## config.mk

```make
export PLATFORM = sky130hd
export DESIGN_NAME = shared_bus_collision_station_core
export DESIGN_NICKNAME = d
export VERILOG_FILES = /design/src/hw/rtl/sbcs_pkg.sv /design/src/hw/rtl/sbcs_mod_unit.sv /design/src/hw/rtl/shared_bus_collision_station_core.sv
export SDC_FILE = /design/constraint.sdc
export NUM_CORES = 1
export LEC_CHECK = 0
export ABC_AREA = 1
export BUFFER_PORTS_ARGS = -buffer_cell sky130_fd_sc_hd__buf_4
export CELL_PAD_IN_SITES_DETAIL_PLACEMENT = 0
export CELL_PAD_IN_SITES_GLOBAL_PLACEMENT = 1
export CORE_MARGIN = 3
export CORE_UTILIZATION = 40
export DETAILED_ROUTE_END_ITERATION = 10
export GPL_TIMING_DRIVEN = 0
export PLACE_DENSITY_LB_ADDON = 0.3
export REMOVE_ABC_BUFFERS = 1
export SYNTH_ARGS = -nofsm -noshare
export SYNTH_HDL_FRONTEND = slang
export SYNTH_SLANG_ARGS = --single-unit
```

## constraint.sdc

```tcl
create_clock -name i_clk -period 5.1 [get_ports i_clk]
set_input_delay 0.765 -clock i_clk [delete_from_list [all_inputs] [get_ports i_clk]]
set_output_delay 0.765 -clock i_clk [all_outputs]
set_load 0.1 [all_outputs]
```

## src/hw/rtl/sbcs_pkg.sv

```systemverilog
// ----------------------------------------------------------------------------
// sbcs_pkg
// shared types and constants of the shared bus collision station
// ----------------------------------------------------------------------------
package sbcs_pkg;

    localparam int TX_DEPTH_DEF = 32;
    localparam int RX_DEPTH_DEF = 32;

    localparam logic [7:0] SYM_IDLE  = 8'h00;
    localparam logic [7:0] SYM_CLAIM = 8'hFF;
    localparam logic [7:0] SYM_JAM   = 8'hFE;

    localparam logic [3:0] ATTEMPT_LIMIT_RST = 4'd10;
    localparam logic [3:0] BACKOFF_STEP_RST  = 4'd8;
    localparam logic [1:0] IDLE_HOLD_RST     = 2'd2;

    localparam logic [1:0] CFG_ATTEMPT_LIMIT = 2'd0;
    localparam logic [1:0] CFG_BACKOFF_STEP  = 2'd1;
    localparam logic [1:0] CFG_IDLE_HOLD     = 2'd2;

    localparam logic [2:0] ST_NONE     = 3'd0;
    localparam logic [2:0] ST_CLAIM    = 3'd1;
    localparam logic [2:0] ST_JAM      = 3'd2;
    localparam logic [2:0] ST_GAVE_UP  = 3'd3;
    localparam logic [2:0] ST_SENT     = 3'd4;
    localparam logic [2:0] ST_BACKOFF  = 3'd5;
    localparam logic [2:0] ST_UNSENT   = 3'd6;
    localparam logic [2:0] ST_REJECTED = 3'd7;

    typedef enum logic [2:0] {
        S_IDLE,
        S_READ,
        S_DRAIN,
        S_MOD,
        S_OUT
    } t_state;

    // request to the modulo unit
    typedef struct packed {
        logic        start;
        logic [15:0] dividend;
        logic [7:0]  divisor;
    } t_mod_req;

    // reply from the modulo unit
    typedef struct packed {
        logic       done;
        logic [7:0] remainder;
    } t_mod_rsp;

endpackage

```

## src/hw/rtl/sbcs_mod_unit.sv

```systemverilog
// ----------------------------------------------------------------------------
// sbcs_mod_unit
// restoring remainder unit, one dividend bit per cycle
// ----------------------------------------------------------------------------
module sbcs_mod_unit (
    input  logic              i_clk,
    input  logic              i_rst_n,
    input  sbcs_pkg::t_mod_req i_req,
    output sbcs_pkg::t_mod_rsp o_rsp
);

    logic        r_busy;
    logic [4:0]  r_cnt;
    logic [15:0] r_dvd;
    logic [7:0]  r_dvs;
    logic [8:0]  r_rem;
    logic        r_done;
    logic [8:0]  w_sh;

    // shift in next dividend bit and conditionally subtract
    assign w_sh = {r_rem[7:0], r_dvd[15]};

    always_ff @(posedge i_clk) begin
        if (!i_rst_n) begin
            r_busy <= 1'b0;
            r_done <= 1'b0;
            r_cnt  <= '0;
        end else begin
            r_done <= 1'b0;
            if (i_req.start) begin
                r_busy <= 1'b1;
                r_cnt  <= 5'd16;
                r_dvd  <= i_req.dividend;
                r_dvs  <= i_req.divisor;
                r_rem  <= '0;
            end else if (r_busy) begin
                r_dvd <= {r_dvd[14:0], 1'b0};
                if (w_sh >= {1'b0, r_dvs}) r_rem <= w_sh - {1'b0, r_dvs};
                else                       r_rem <= w_sh;
                r_cnt <= r_cnt - 5'd1;
                if (r_cnt == 5'd1) begin
                    r_busy <= 1'b0;
                    r_done <= 1'b1;
                end
            end
        end
    end

    assign o_rsp.done      = r_done;
    assign o_rsp.remainder = r_rem[7:0];

    always_ff @(posedge i_clk) begin
        if (i_rst_n && r_done) begin
            assert (r_rem < {1'b0, r_dvs})
                else $error("remainder not below divisor");
        end
    end

    property p_start_busy;
        @(posedge i_clk) disable iff (!i_rst_n) i_req.start |=> r_busy;
    endproperty
    a_start_busy: assert property (p_start_busy) else $error("unit not busy after start");

    property p_done_once;
        @(posedge i_clk) disable iff (!i_rst_n) r_done |=> !r_done;
    endproperty
    a_done_once: assert property (p_done_once) else $error("done held two cycles");

endmodule

```

## src/hw/rtl/shared_bus_collision_station_core.sv

```systemverilog
// ----------------------------------------------------------------------------
// shared_bus_collision_station_core
// carrier-sense station with collision detection and random backoff
// ----------------------------------------------------------------------------
// sequencing: a load passes through the read and output states; a channel tick passes
// through the same states, adding a drain state when received bytes are emptied on idle
// and a modulo state for a backoff draw on the bit-serial modulo unit
// throughput: one transaction at a time; the next is accepted only once the station is idle
// and its last result has been taken, so each result that waits for ready adds its wait
// reset: synchronous active low, clears control state and loads register defaults
module shared_bus_collision_station_core #(
    parameter int TX_DEPTH = sbcs_pkg::TX_DEPTH_DEF,
    parameter int RX_DEPTH = sbcs_pkg::RX_DEPTH_DEF
) (
    input  logic        i_clk,
    input  logic        i_rst_n,
    input  logic        i_cfg_we,
    input  logic [1:0]  i_cfg_index,
    input  logic [3:0]  i_cfg_data,
    input  logic        i_valid,
    output logic        o_ready,
    input  logic        i_action,
    input  logic [7:0]  i_channel_value,
    input  logic [15:0] i_random_value,
    input  logic [7:0]  i_tx_byte,
    input  logic        i_tx_last,
    output logic        o_valid,
    input  logic        i_ready,
    output logic        o_result_kind,
    output logic        o_drive_enable,
    output logic [7:0]  o_drive_value,
    output logic [7:0]  o_rx_byte,
    output logic        o_rx_last,
    output logic [2:0]  o_status
);

    localparam int TXW = $clog2(TX_DEPTH);
    localparam int RXW = $clog2(RX_DEPTH);
    localparam int TCW = $clog2(TX_DEPTH + 1);
    localparam int RCW = $clog2(RX_DEPTH + 1);

    // configuration registers
    logic [3:0] r_attempt_limit, r_backoff_step;
    logic [1:0] r_idle_hold;

    always_ff @(posedge i_clk) begin
        if (!i_rst_n) begin
            r_attempt_limit <= sbcs_pkg::ATTEMPT_LIMIT_RST;
            r_backoff_step  <= sbcs_pkg::BACKOFF_STEP_RST;
            r_idle_hold     <= sbcs_pkg::IDLE_HOLD_RST;
        end else if (i_cfg_we) begin
            case (i_cfg_index)
                sbcs_pkg::CFG_ATTEMPT_LIMIT: r_attempt_limit <= i_cfg_data;
                sbcs_pkg::CFG_BACKOFF_STEP:  r_backoff_step  <= i_cfg_data;
                sbcs_pkg::CFG_IDLE_HOLD:     r_idle_hold     <= i_cfg_data[1:0];
                default: ;
            endcase
        end
    end

    // stores
    logic [7:0] tx_mem [TX_DEPTH];
    logic [7:0] rx_mem [RX_DEPTH];
    logic [7:0] r_tx_rd, r_tx_nx, r_rx_rd;

    // state
    sbcs_pkg::t_state r_state, n_state;
    logic [TCW-1:0] r_tx_len, n_tx_len, r_tx_pos, n_tx_pos;
    logic [RCW-1:0] r_rx_cnt, n_rx_cnt, r_drain, n_drain;
    logic           r_tx_rdy, n_tx_rdy, r_jam_own, n_jam_own;
    logic [3:0]     r_coll, n_coll;
    logic [7:0]     r_boff, n_boff;
    logic [1:0]     r_idle, n_idle;

    // latched transaction
    logic        r_act, r_last;
    logic [7:0]  r_ch, r_tb;
    logic [15:0] r_rnd;

    // output register
    logic       r_ov, n_ov;
    logic       r_kind, n_kind, r_en, n_en, r_olast, n_olast;
    logic [7:0] r_dv, n_dv, r_rb, n_rb;
    logic [2:0] r_st, n_st;

    // memory control
    logic           w_tx_we, w_rx_we;
    logic [TXW-1:0] w_tx_wa, w_tx_ra, w_tx_na;
    logic [RXW-1:0] w_rx_wa, w_rx_ra;
    logic [7:0]     w_tx_wd, w_rx_wd;

    sbcs_pkg::t_mod_req w_req;
    sbcs_pkg::t_mod_rsp w_rsp;
    logic [7:0]         w_win;

    sbcs_mod_unit u_mod (
        .i_clk  (i_clk),
        .i_rst_n(i_rst_n),
        .i_req  (w_req),
        .o_rsp  (w_rsp)
    );

    always_ff @(posedge i_clk) begin
        if (w_tx_we) tx_mem[w_tx_wa] <= w_tx_wd;
        r_tx_rd <= tx_mem[w_tx_ra];
        r_tx_nx <= tx_mem[w_tx_na];
        if (w_rx_we) rx_mem[w_rx_wa] <= w_rx_wd;
        r_rx_rd <= rx_mem[w_rx_ra];
    end

    assign o_ready = (r_state == sbcs_pkg::S_IDLE) && !r_ov;
    assign w_win   = 8'd1 + 8'(r_coll) * 8'(r_backoff_step);

    // control register update
    always_ff @(posedge i_clk) begin
        if (!i_rst_n) begin
            r_state   <= sbcs_pkg::S_IDLE;
            r_tx_len  <= '0;
            r_tx_pos  <= '0;
            r_rx_cnt  <= '0;
            r_drain   <= '0;
            r_tx_rdy  <= 1'b0;
            r_jam_own <= 1'b0;
            r_coll    <= '0;
            r_boff    <= '0;
            r_idle    <= '0;
            r_ov      <= 1'b0;
        end else begin
            r_state   <= n_state;
            r_tx_len  <= n_tx_len;
            r_tx_pos  <= n_tx_pos;
            r_rx_cnt  <= n_rx_cnt;
            r_drain   <= n_drain;
            r_tx_rdy  <= n_tx_rdy;
            r_jam_own <= n_jam_own;
            r_coll    <= n_coll;
            r_boff    <= n_boff;
            r_idle    <= n_idle;
            r_ov      <= n_ov;
        end
    end

    // payload registers
    always_ff @(posedge i_clk) begin
        r_kind  <= n_kind;
        r_en    <= n_en;
        r_dv    <= n_dv;
        r_rb    <= n_rb;
        r_olast <= n_olast;
        r_st    <= n_st;
        if (i_valid && o_ready) begin
            r_act  <= i_action;
            r_ch   <= i_channel_value;
            r_rnd  <= i_random_value;
            r_tb   <= i_tx_byte;
            r_last <= i_tx_last;
        end
    end

    // sequencer
    always_comb begin
        logic may_send, in_msg;
        logic [TCW-1:0] pos1;
        n_state   = r_state;
        n_tx_len  = r_tx_len;
        n_tx_pos  = r_tx_pos;
        n_rx_cnt  = r_rx_cnt;
        n_drain   = r_drain;
        n_tx_rdy  = r_tx_rdy;
        n_jam_own = r_jam_own;
        n_coll    = r_coll;
        n_boff    = r_boff;
        n_idle    = r_idle;
        n_ov      = r_ov && !i_ready;
        n_kind    = r_kind;
        n_en      = r_en;
        n_dv      = r_dv;
        n_rb      = r_rb;
        n_olast   = r_olast;
        n_st      = r_st;
        w_tx_we   = 1'b0;
        w_tx_wa   = r_tx_len[TXW-1:0];
        w_tx_wd   = r_tb;
        w_tx_ra   = r_tx_pos[TXW-1:0];
        w_rx_we   = 1'b0;
        w_rx_wa   = r_rx_cnt[RXW-1:0];
        w_rx_wd   = r_ch;
        w_rx_ra   = r_drain[RXW-1:0];
        w_req.start    = 1'b0;
        w_req.dividend = r_rnd;
        w_req.divisor  = w_win;
        may_send  = r_tx_rdy && (r_boff == 8'd0) && !r_jam_own;
        in_msg    = r_tx_pos < r_tx_len;
        pos1      = r_tx_pos + TCW'(1);
        w_tx_na   = pos1[TXW-1:0];
        case (r_state)
            sbcs_pkg::S_IDLE: begin
                if (i_valid && o_ready) n_state = sbcs_pkg::S_READ;
            end
            // memory read of the current message byte, or load write; a tick picks drain, modulo or outcome
            sbcs_pkg::S_READ: begin
                n_kind  = 1'b0;
                n_en    = 1'b0;
                n_dv    = sbcs_pkg::SYM_IDLE;
                n_rb    = 8'd0;
                n_olast = 1'b1;
                n_st    = sbcs_pkg::ST_NONE;
                if (r_act) begin
                    if (r_tx_rdy || r_tb == sbcs_pkg::SYM_IDLE || r_tb == sbcs_pkg::SYM_JAM ||
                        r_tb == sbcs_pkg::SYM_CLAIM || r_tx_len >= TCW'(TX_DEPTH)) begin
                        n_st = sbcs_pkg::ST_REJECTED;
                    end else begin
                        w_tx_we  = 1'b1;
                        n_tx_len = r_tx_len + TCW'(1);
                        if (r_last) begin
                            n_tx_rdy = 1'b1;
                            n_tx_pos = '0;
                        end
                    end
                    n_ov    = 1'b1;
                    n_state = sbcs_pkg::S_OUT;
                end else begin
                    n_drain = '0;
                    n_state = (r_ch == sbcs_pkg::SYM_IDLE && r_rx_cnt != '0)
                              ? sbcs_pkg::S_DRAIN : sbcs_pkg::S_OUT;
                    if (r_ch == sbcs_pkg::SYM_JAM && r_jam_own) begin
                        w_req.start = 1'b1;
                        n_state     = sbcs_pkg::S_MOD;
                    end
                end
            end
            // one received byte per cycle while the output register is free; read data is registered
            sbcs_pkg::S_DRAIN: begin
                if (!r_ov) begin
                    if (r_drain != '0) begin
                        n_kind  = 1'b1;
                        n_en    = 1'b0;
                        n_dv    = 8'd0;
                        n_rb    = r_rx_rd;
                        n_olast = 1'b0;
                        n_st    = sbcs_pkg::ST_NONE;
                        n_ov    = 1'b1;
                    end
                    if (r_drain == r_rx_cnt) begin
                        n_rx_cnt = '0;
                        n_state  = sbcs_pkg::S_OUT;
                    end else begin
                        n_drain = r_drain + RCW'(1);
                    end
                end else begin
                    w_rx_ra = RXW'(r_drain - RCW'(1));
                end
            end
            sbcs_pkg::S_MOD: begin
                if (w_rsp.done) n_state = sbcs_pkg::S_OUT;
            end
            // tick outcome; a load only waits here for its result to be taken
            sbcs_pkg::S_OUT: begin
                if (r_act) begin
                    if (!n_ov) n_state = sbcs_pkg::S_IDLE;
                end else if (!r_ov) begin
                    n_kind  = 1'b0;
                    n_en    = 1'b0;
                    n_dv    = 8'd0;
                    n_rb    = 8'd0;
                    n_olast = 1'b1;
                    n_st    = sbcs_pkg::ST_NONE;
                    if (r_ch == sbcs_pkg::SYM_IDLE) begin
                        n_jam_own = 1'b0;
                        if (r_idle < r_idle_hold) begin
                            n_idle = r_idle + 2'd1;
                        end else begin
                            n_idle   = '0;
                            n_tx_pos = '0;
                            if (r_tx_rdy) begin
                                if (r_boff == 8'd0) begin
                                    n_en = 1'b1;
                                    n_dv = sbcs_pkg::SYM_CLAIM;
                                    n_st = sbcs_pkg::ST_CLAIM;
                                end else begin
                                    n_st = sbcs_pkg::ST_UNSENT;
                                end
                            end
                        end
                    end else if (r_ch == sbcs_pkg::SYM_CLAIM) begin
                        if (may_send && in_msg) begin
                            n_en = 1'b1;
                            n_dv = r_tx_rd;
                        end
                    end else if (r_ch == sbcs_pkg::SYM_JAM) begin
                        n_rx_cnt = '0;
                        n_tx_pos = '0;
                        if (r_jam_own) begin
                            n_jam_own = 1'b0;
                            n_en      = 1'b1;
                            n_st      = sbcs_pkg::ST_BACKOFF;
                            n_boff    = w_rsp.remainder;
                        end
                    end else if (may_send && in_msg) begin
                        if (r_ch == r_tx_rd) begin
                            if (r_rx_cnt < RCW'(RX_DEPTH)) begin
                                w_rx_we  = 1'b1;
                                n_rx_cnt = r_rx_cnt + RCW'(1);
                            end
                            n_en = 1'b1;
                            if (pos1 >= r_tx_len) begin
                                n_tx_rdy = 1'b0;
                                n_tx_len = '0;
                                n_tx_pos = '0;
                                n_coll   = '0;
                                n_st     = sbcs_pkg::ST_SENT;
                            end else begin
                                // next byte comes from the second read port
                                n_tx_pos = pos1;
                                n_dv     = r_tx_nx;
                            end
                        end else begin
                            n_en      = 1'b1;
                            n_dv      = sbcs_pkg::SYM_JAM;
                            n_st      = sbcs_pkg::ST_JAM;
                            n_jam_own = 1'b1;
                            n_tx_pos  = '0;
                            if (r_coll != 4'd15) n_coll = r_coll + 4'd1;
                            if (((r_coll != 4'd15) ? r_coll + 4'd1 : r_coll)
                                >= r_attempt_limit) begin
                                n_tx_rdy = 1'b0;
                                n_tx_len = '0;
                                n_coll   = '0;
                                n_st     = sbcs_pkg::ST_GAVE_UP;
                            end
                        end
                    end else if (r_rx_cnt < RCW'(RX_DEPTH)) begin
                        w_rx_we  = 1'b1;
                        n_rx_cnt = r_rx_cnt + RCW'(1);
                    end
                    // backoff counts down at the end of each tick; an own jam loads the drawn value less one
                    if (n_boff != 8'd0 && !(r_ch == sbcs_pkg::SYM_JAM && r_jam_own))
                        n_boff = r_boff - 8'd1;
                    else if (r_ch == sbcs_pkg::SYM_JAM && r_jam_own && w_rsp.remainder != 8'd0)
                        n_boff = w_rsp.remainder - 8'd1;
                    n_ov = 1'b1;
                    if (n_state == sbcs_pkg::S_OUT) n_state = sbcs_pkg::S_IDLE;
                end
            end
            default: n_state = sbcs_pkg::S_IDLE;
        endcase
    end

    assign o_valid        = r_ov;
    assign o_result_kind  = r_kind;
    assign o_drive_enable = r_en;
    assign o_drive_value  = r_dv;
    assign o_rx_byte      = r_rb;
    assign o_rx_last      = r_olast;
    assign o_status       = r_st;

    property p_no_accept_busy;
        @(posedge i_clk) disable iff (!i_rst_n)
            (r_state != sbcs_pkg::S_IDLE) |-> !o_ready;
    endproperty
    a_no_accept_busy: assert property (p_no_accept_busy) else $error("ready while busy");

    property p_pos_in_len;
        @(posedge i_clk) disable iff (!i_rst_n) r_tx_pos <= r_tx_len;
    endproperty
    a_pos_in_len: assert property (p_pos_in_len) else $error("position beyond length");

    property p_rx_bound;
        @(posedge i_clk) disable iff (!i_rst_n) r_rx_cnt <= RCW'(RX_DEPTH);
    endproperty
    a_rx_bound: assert property (p_rx_bound) else $error("receive count overflow");

endmodule

```

==> metrics.yaml, run 1 <==
status:
  status: "finished clean"
route:
  wl_per_cell_um: 19.9
  postRouteAntennaNets: 0
  drc: 0
  via_per_inst: 5.34
  firstDrtPassIters: 5
  drt-total-wl_um: 88800
  vias: 23800
  drt_iter0_drc: 2089
worst_setup_path:
  critical_path.cell_chain: "buf_16, buf_16, inv_12, ha_1, o21bai_1, nand3_1, nand3_2, inv_1, nand2_1, nand2_1, nor2_1, nand2_1, nor2_1"
  cpMostUsedCell: "nand2_1"
  max_stage_delay_ps: 850
  reg2reg_slack_ps: 400
  path_max_fanout: 154
  crit_path_start_kind: "register"
  arrival_ps: 4950
  cp_top_family: "simple AND/OR/NAND/NOR gates"
  cp_num_buf_inv: 4
  critPathCaptureType: "register"
  cp_data_required_time_ps: 5350
  slowest_stage: "nor2_1"
  path_class: "reg -> reg"
placement:
  hpwl_um: 54100
  gp_congestion: 0.812
  place_area_sq_um: 34200
  pre_cts_ws_ps: -1080
  portBuffers: 68
floorplan:
  io_pins: 69
  die_x_um: 292
  start_util: 0.405
  die_area_sq_um: 85200
  num_rows: 104
  die_h_um: 292
  core-area_sq_um: 80800
synthesis:
  yosys_warnings: 0
  synth_edf_count: 600
  synth_top_area_share: 0.551
  synthArstFlopShare: 0
  yosysSeqAreaShare: 0.603
  avgSynthCellArea_sq_um: 9.81
  ys_ff_latch: 685
  synth-main-ff-cell: "edfxtp_1"
  synth_area_sq_um: 32700
  synth_top_cell_by_area: "edfxtp_1"
  post-synth-top-count-cell: "nand2_1"
  synth_area_leaders: "edfxtp_1 (55%), nand2_1 (7.3%), dfxtp_1 (5.2%)"
  syn_inst: 3334
  synth_common_cells: "nand2_1 (637), edfxtp_1 (600), nor2_1 (328)"
  ys_types: 52
clock_tree:
  clk_pin_slew_worst_paths_ps: 60
  cts_buffer_depth: 3
  numCtsBuffers: 77
  cts_tree: "done"
  clk-insertion-delay-late_ps: 630
  hold_buffers: 0
  clockRootBuffer: "clkbuf_16"
  h-tree-depth: 3
  cts_sinks: 685
global_route:
  grt_start_max_net_pins: 157
  grt_usage: 0.205
  grt_pass1_wl_um: 135000
  grt_overflow: 0
  antenna_found_initial: 0
  first_global_vias: 22400
timing:
  finalSetupViolations: 0
  timing.final.crit_share: 0.923
  fin_skew_ps: 27.4
  slew_headroom: 0.104
  hold_violations: 0
  period_needed_ps: 4700
  worst_slack_ps: 395
  drv_slew: 0
  rsz0062_at_grt: "false"
  worst_pin_slew_ps: 1340
  max_freq_mhz: 213
pwr:
  p_per_area_nw_per_um2: 388
  cellLeakagePower_nw: 13.9
  ir_worst_vdd_mv: 0.230
min_path:
  min_path_type: "in -> reg"
layout:
  num_antenna_cells: 0
  nNetsFinal: 3437
  area_growth_pct: 13.0
  drive_gt1_frac: 0.0841
  finish.instance_area_sq_um: 36900
run:
  drv_cap: 0
## path summary, 6_finish.rpt
kind / startpoint / end / cells after the start
setup / recovery: r_tx_pos[0] / rx_mem[8][2] / 13
hold / removal: i_channel_value[3] / r_ch[3] / 1
setup reg to reg: r_tx_pos[0] / rx_mem[8][2] / 13
hold reg to reg: u_mod.r_cnt[1] / u_mod.r_cnt[1] / 2
## worst register-to-register path, delay by kind of cell, from the launching register on
family	cells	cell delay [ps]
buffers and inverters	4	1120
AND/OR/NAND/NOR	7	2080
AO/OA/AOI/OAI	1	190
flip-flops	1	590
adder cells (fa/ha/maj)	1	370
## where the power goes
| part | switching (mW) | internal (mW) | total, mW |
|---|---|---|---|
| logic | 1.43 | 0.501 | 1.93 |
| clock network | 2.28 | 3.30 | 5.58 |
| registers | 0.330 | 6.50 | 6.84 |
## what timing repair did
action                     in CTS  in global routing
setup buffers                   6                  2
hold endpoints to repair        0                  0
cloned                          0                  1
resized for setup               4                  8
setup endpoints to repair      50                 66
## placed cells by master (no fill, tap or decap), drive strengths merged
cell type	synthesis	layout
nor4	5	5
nor2	339	339
nor3b	6	6
ha	57	57
nor3	18	18
a21oi	188	188
o211a	1	1
o31ai	3	3
xor2	27	27
o22ai	5	5
clkbuf	109	98
bufinv	0	8
o221ai	50	50
nand4	20	20
clkinv	5	35
clkinvlp	0	4
xnor2	12	12
dfxtp	85	85
a31oi	23	23
o21ai	326	326
nand3	263	263
or2	19	19
nand2	648	648
edfxtp	600	600
a211oi	3	3
a32oi	6	6
buf	70	95
inv	320	320
and2	1	1
o21bai	2	2
o211ai	115	115
fa	5	5
o21a	1	1
a21o	2	2
## area by class of cell
| cell class | count | area [sq um] |
|---|---|---|
| tap | 1060 | 1330 |
| fill | 7583 | 43900 |
| clock inverter | 41 | 489 |
| sequential | 685 | 19700 |
| multi-input combinational | 2145 | 11100 |
| timing repair buffer | 95 | 1020 |
| timing repair inverter | 1 | 5.00 |
| inverter | 325 | 1240 |
| clock buffer | 98 | 2070 |
## flip-flops by register name, indices dropped and copies added (netlist names), 16 cells and up
| signal | count |
|---|---|
| r_rnd | 16 |
| u_mod.r_dvd | 16 |
| tx_mem | 256 |
| rx_mem | 256 |
## logic make-up (layout without fill, tap and decap cells)
kind of cell	count (synthesis)	in the layout	share of synthesized area
adder cells (fa/ha/maj)	62	62	0.0249
flip-flops	685	685	0.603
AO/OA/AOI/OAI	725	725	0.129
AND/OR/NAND/NOR	1319	1319	0.170
XOR/XNOR	39	39	0.0115
buffers and inverters	504	560	0.0614
## routing by layer
layer	vias up	part of all wire	global-route usage
li1	11600	-	-
met1	11400	0.46	0.289
met2	649	0.46	0.330
met3	124	0.055	0.0287
met4	0	0.023	0.0609
met5	-	0	0
## per-stage QoR
step                      hold slack [ps]  setup TNS [ps]  cells  power, mW  utilization
after floorplan                       421        -1840660   3155       8.11            -
after detailed placement              451          -25060   4300       8.84        0.423
after global routing                  287               0   4450       14.9        0.457
final                                 314               0   4450       14.3        0.457
after global placement                450        -4333490   4283       8.82        0.418
after CTS                             269               0   4445       14.4        0.456
(Power assumes the default switching activity.)
==> run 2: changes to the inputs <==
--- a/config.mk
+++ b/config.mk
@@ -14,7 +14,7 @@
 export DETAILED_ROUTE_END_ITERATION = 10
 export GPL_TIMING_DRIVEN = 0
 export PLACE_DENSITY_LB_ADDON = 0.3
-export REMOVE_ABC_BUFFERS = 1
+export RECOVER_POWER = 25
 export SYNTH_ARGS = -nofsm -noshare
 export SYNTH_HDL_FRONTEND = slang
 export SYNTH_SLANG_ARGS = --single-unit
==> metrics.yaml, run 2 (same netlist as run 1, synthesis figures left out) <==
floorplan:
  die_h_um: 292
  die_x_um: 292
  num_rows: 104
  start_util: 0.405
  core-area_sq_um: 80800
  die_area_sq_um: 85200
  io_pins: 69
placement:
  hpwl_um: 77800
  portBuffers: 68
  gp_congestion: 0.991
timing:
  drv_slew: 0
  finalSetupViolations: 0
  worst_pin_slew_ps: 1460
  hold_violations: 0
  slew_headroom: 0.0300
  fin_skew_ps: 42.2
  period_needed_ps: 4790
  fin_setup_tns_ps: 0
  rsz0062_at_grt: "false"
  max_freq_mhz: 209
  timing.final.crit_share: 0.940
layout:
  nNetsFinal: 3605
  final_common_cell: "nand2_1"
  layout_common_cells: "nand2_1 (637), edfxtp_1 (600), nor2_1 (328), o21ai_0 (324), inv_1 (311)"
  area_growth_pct: 14.5
  drive_gt1_frac: 0.0902
  top_regs: "rx_mem (256), tx_mem (256)"
worst_setup_path:
  ff2ff_path_depth: 9
  r2r-start: "r_tb[3]"
  rr_endpoint: "tx_mem[3][2]"
  path_class: "reg -> reg"
  critPathCaptureType: "register"
  arrival_ps: 5040
  path_max_fanout: 21
  cp_data_required_time_ps: 5340
  reg2reg_slack_ps: 310
  crit_path_start_kind: "register"
route:
  wl_per_cell_um: 23.8
  drt_iter0_drc: 2925
  postRouteAntennaNets: 0
  drc: 0
  firstDrtPassIters: 6
  drt-total-wl_um: 110000
  via_per_inst: 5.55
  vias: 25600
clock_tree:
  cts_tree: "done"
  cts.repair.resized: 0
  cts_sinks: 685
  post-cts-setup-buffer-count: 0
  hold_buffers: 0
  h-tree-depth: 3
  numCtsBuffers: 77
  clk-insertion-delay-late_ps: 640
  cts_buffer_depth: 3
  clockRootBuffer: "clkbuf_16"
  clk_pin_slew_worst_paths_ps: 60
global_route:
  grt_overflow: 0
  grt_pass1_wl_um: 162000
  first_global_vias: 24900
  grt_start_max_net_pins: 36
  antenna_found_initial: 1
  grt_usage: 0.255
synthesis:
  syn-num-nets: 3441
run:
  drv_cap: 0
pwr:
  power.total_mw: 14.5
  cellLeakagePower_nw: 14.2
  ir_worst_vdd_mv: 0.350
  p_per_area_nw_per_um2: 387
min_path:
  hold_depth: 1
  whs_endpoint: "r_tb[0]"
  min_path_type: "in -> reg"
  min_from: "i_tx_byte[0]"
status:
  status: "finished clean"
==> run 2: cell count changes in the layout (fill, tap and decap cells not counted), moves of 4 or more <==
cell | previous run | this run
clkbuf_1 | 16 | 128
buf_2 | 0 | 51
clkbuf_4 | 0 | 34
buf_4 | 69 | 41
buf_1 | 0 | 8
buf_12 | 7 | 0
buf_6 | 9 | 4
inv_1 | 306 | 311
inv_6 | 0 | 4
==> run 2: how the worst max path moves through the flow <==
stage	start	endpoint	slack, ps	cells past startpoint
after global routing	r_tb[5]	tx_mem[2][0]	190	9
after detailed placement	r_ch[7]	u_mod.r_dvd[1]	450	9
after global placement	i_valid	r_tb[6]	-1090	2
final	r_tb[3]	tx_mem[3][2]	310	9
after CTS	r_ch[7]	u_mod.r_rem[7]	450	9
after floorplan	o_valid	r_act	1110	2
==> run 2: cell type report <==
| cell class | instances | area (sq um) |
|---|---|---|
| fillers | 7645 | 43400 |
| diodes | 1 | 2.50 |
| plain buffers | 179 | 786 |
| inverters | 325 | 1220 |
| flip-flops and latches | 685 | 19700 |
| repair buffers | 85 | 841 |
| well taps | 1060 | 1330 |
| clock buffers | 99 | 2070 |
| multi-input cells | 2145 | 11000 |
| clock inverters | 42 | 478 |
==> run 2: worst max-delay path, stage by stage, from the launching register on <==
cell and delay [ps]:
edfxtp_1 740, clkbuf_1 930, nor2_1 70, nand2_1 110, nor2_1 40, nor2_1 280
nand2_1 150, nor2_1 460, nand2_1 600, nor2_1 1000
==> run 2: report_power, final <==
| group | internal, mW | switching, mW |
|---|---|---|
| registers | 6.50 | 0.287 |
| clock network | 3.26 | 2.35 |
| logic | 0.547 | 1.54 |
==> run 2: stage by stage <==
stage	area [sq um]	util	hold WS [ps]	setup WS (ps)	cells
2_1_floorplan	32700	-	422	1110	3334
3_3_place_gp	34500	0.427	440	-1090	4462
3_5_place_dp	34900	0.431	446	449	4476
4_1_cts	37400	0.463	260	448	4617
5_1_grt	37400	0.463	287	190	4620
6_report	37400	0.463	323	306	4621
==> run 2: routing by layer <==
layer / vias up / track usage / wire length (um)
li1: 11900 / - / -
met1: 12300 / 0.344 / 46500
met2: 1173 / 0.402 / 49500
met3: 278 / 0.0436 / 8380
met4: 0 / 0.123 / 5750
met5: - / 0 / 0
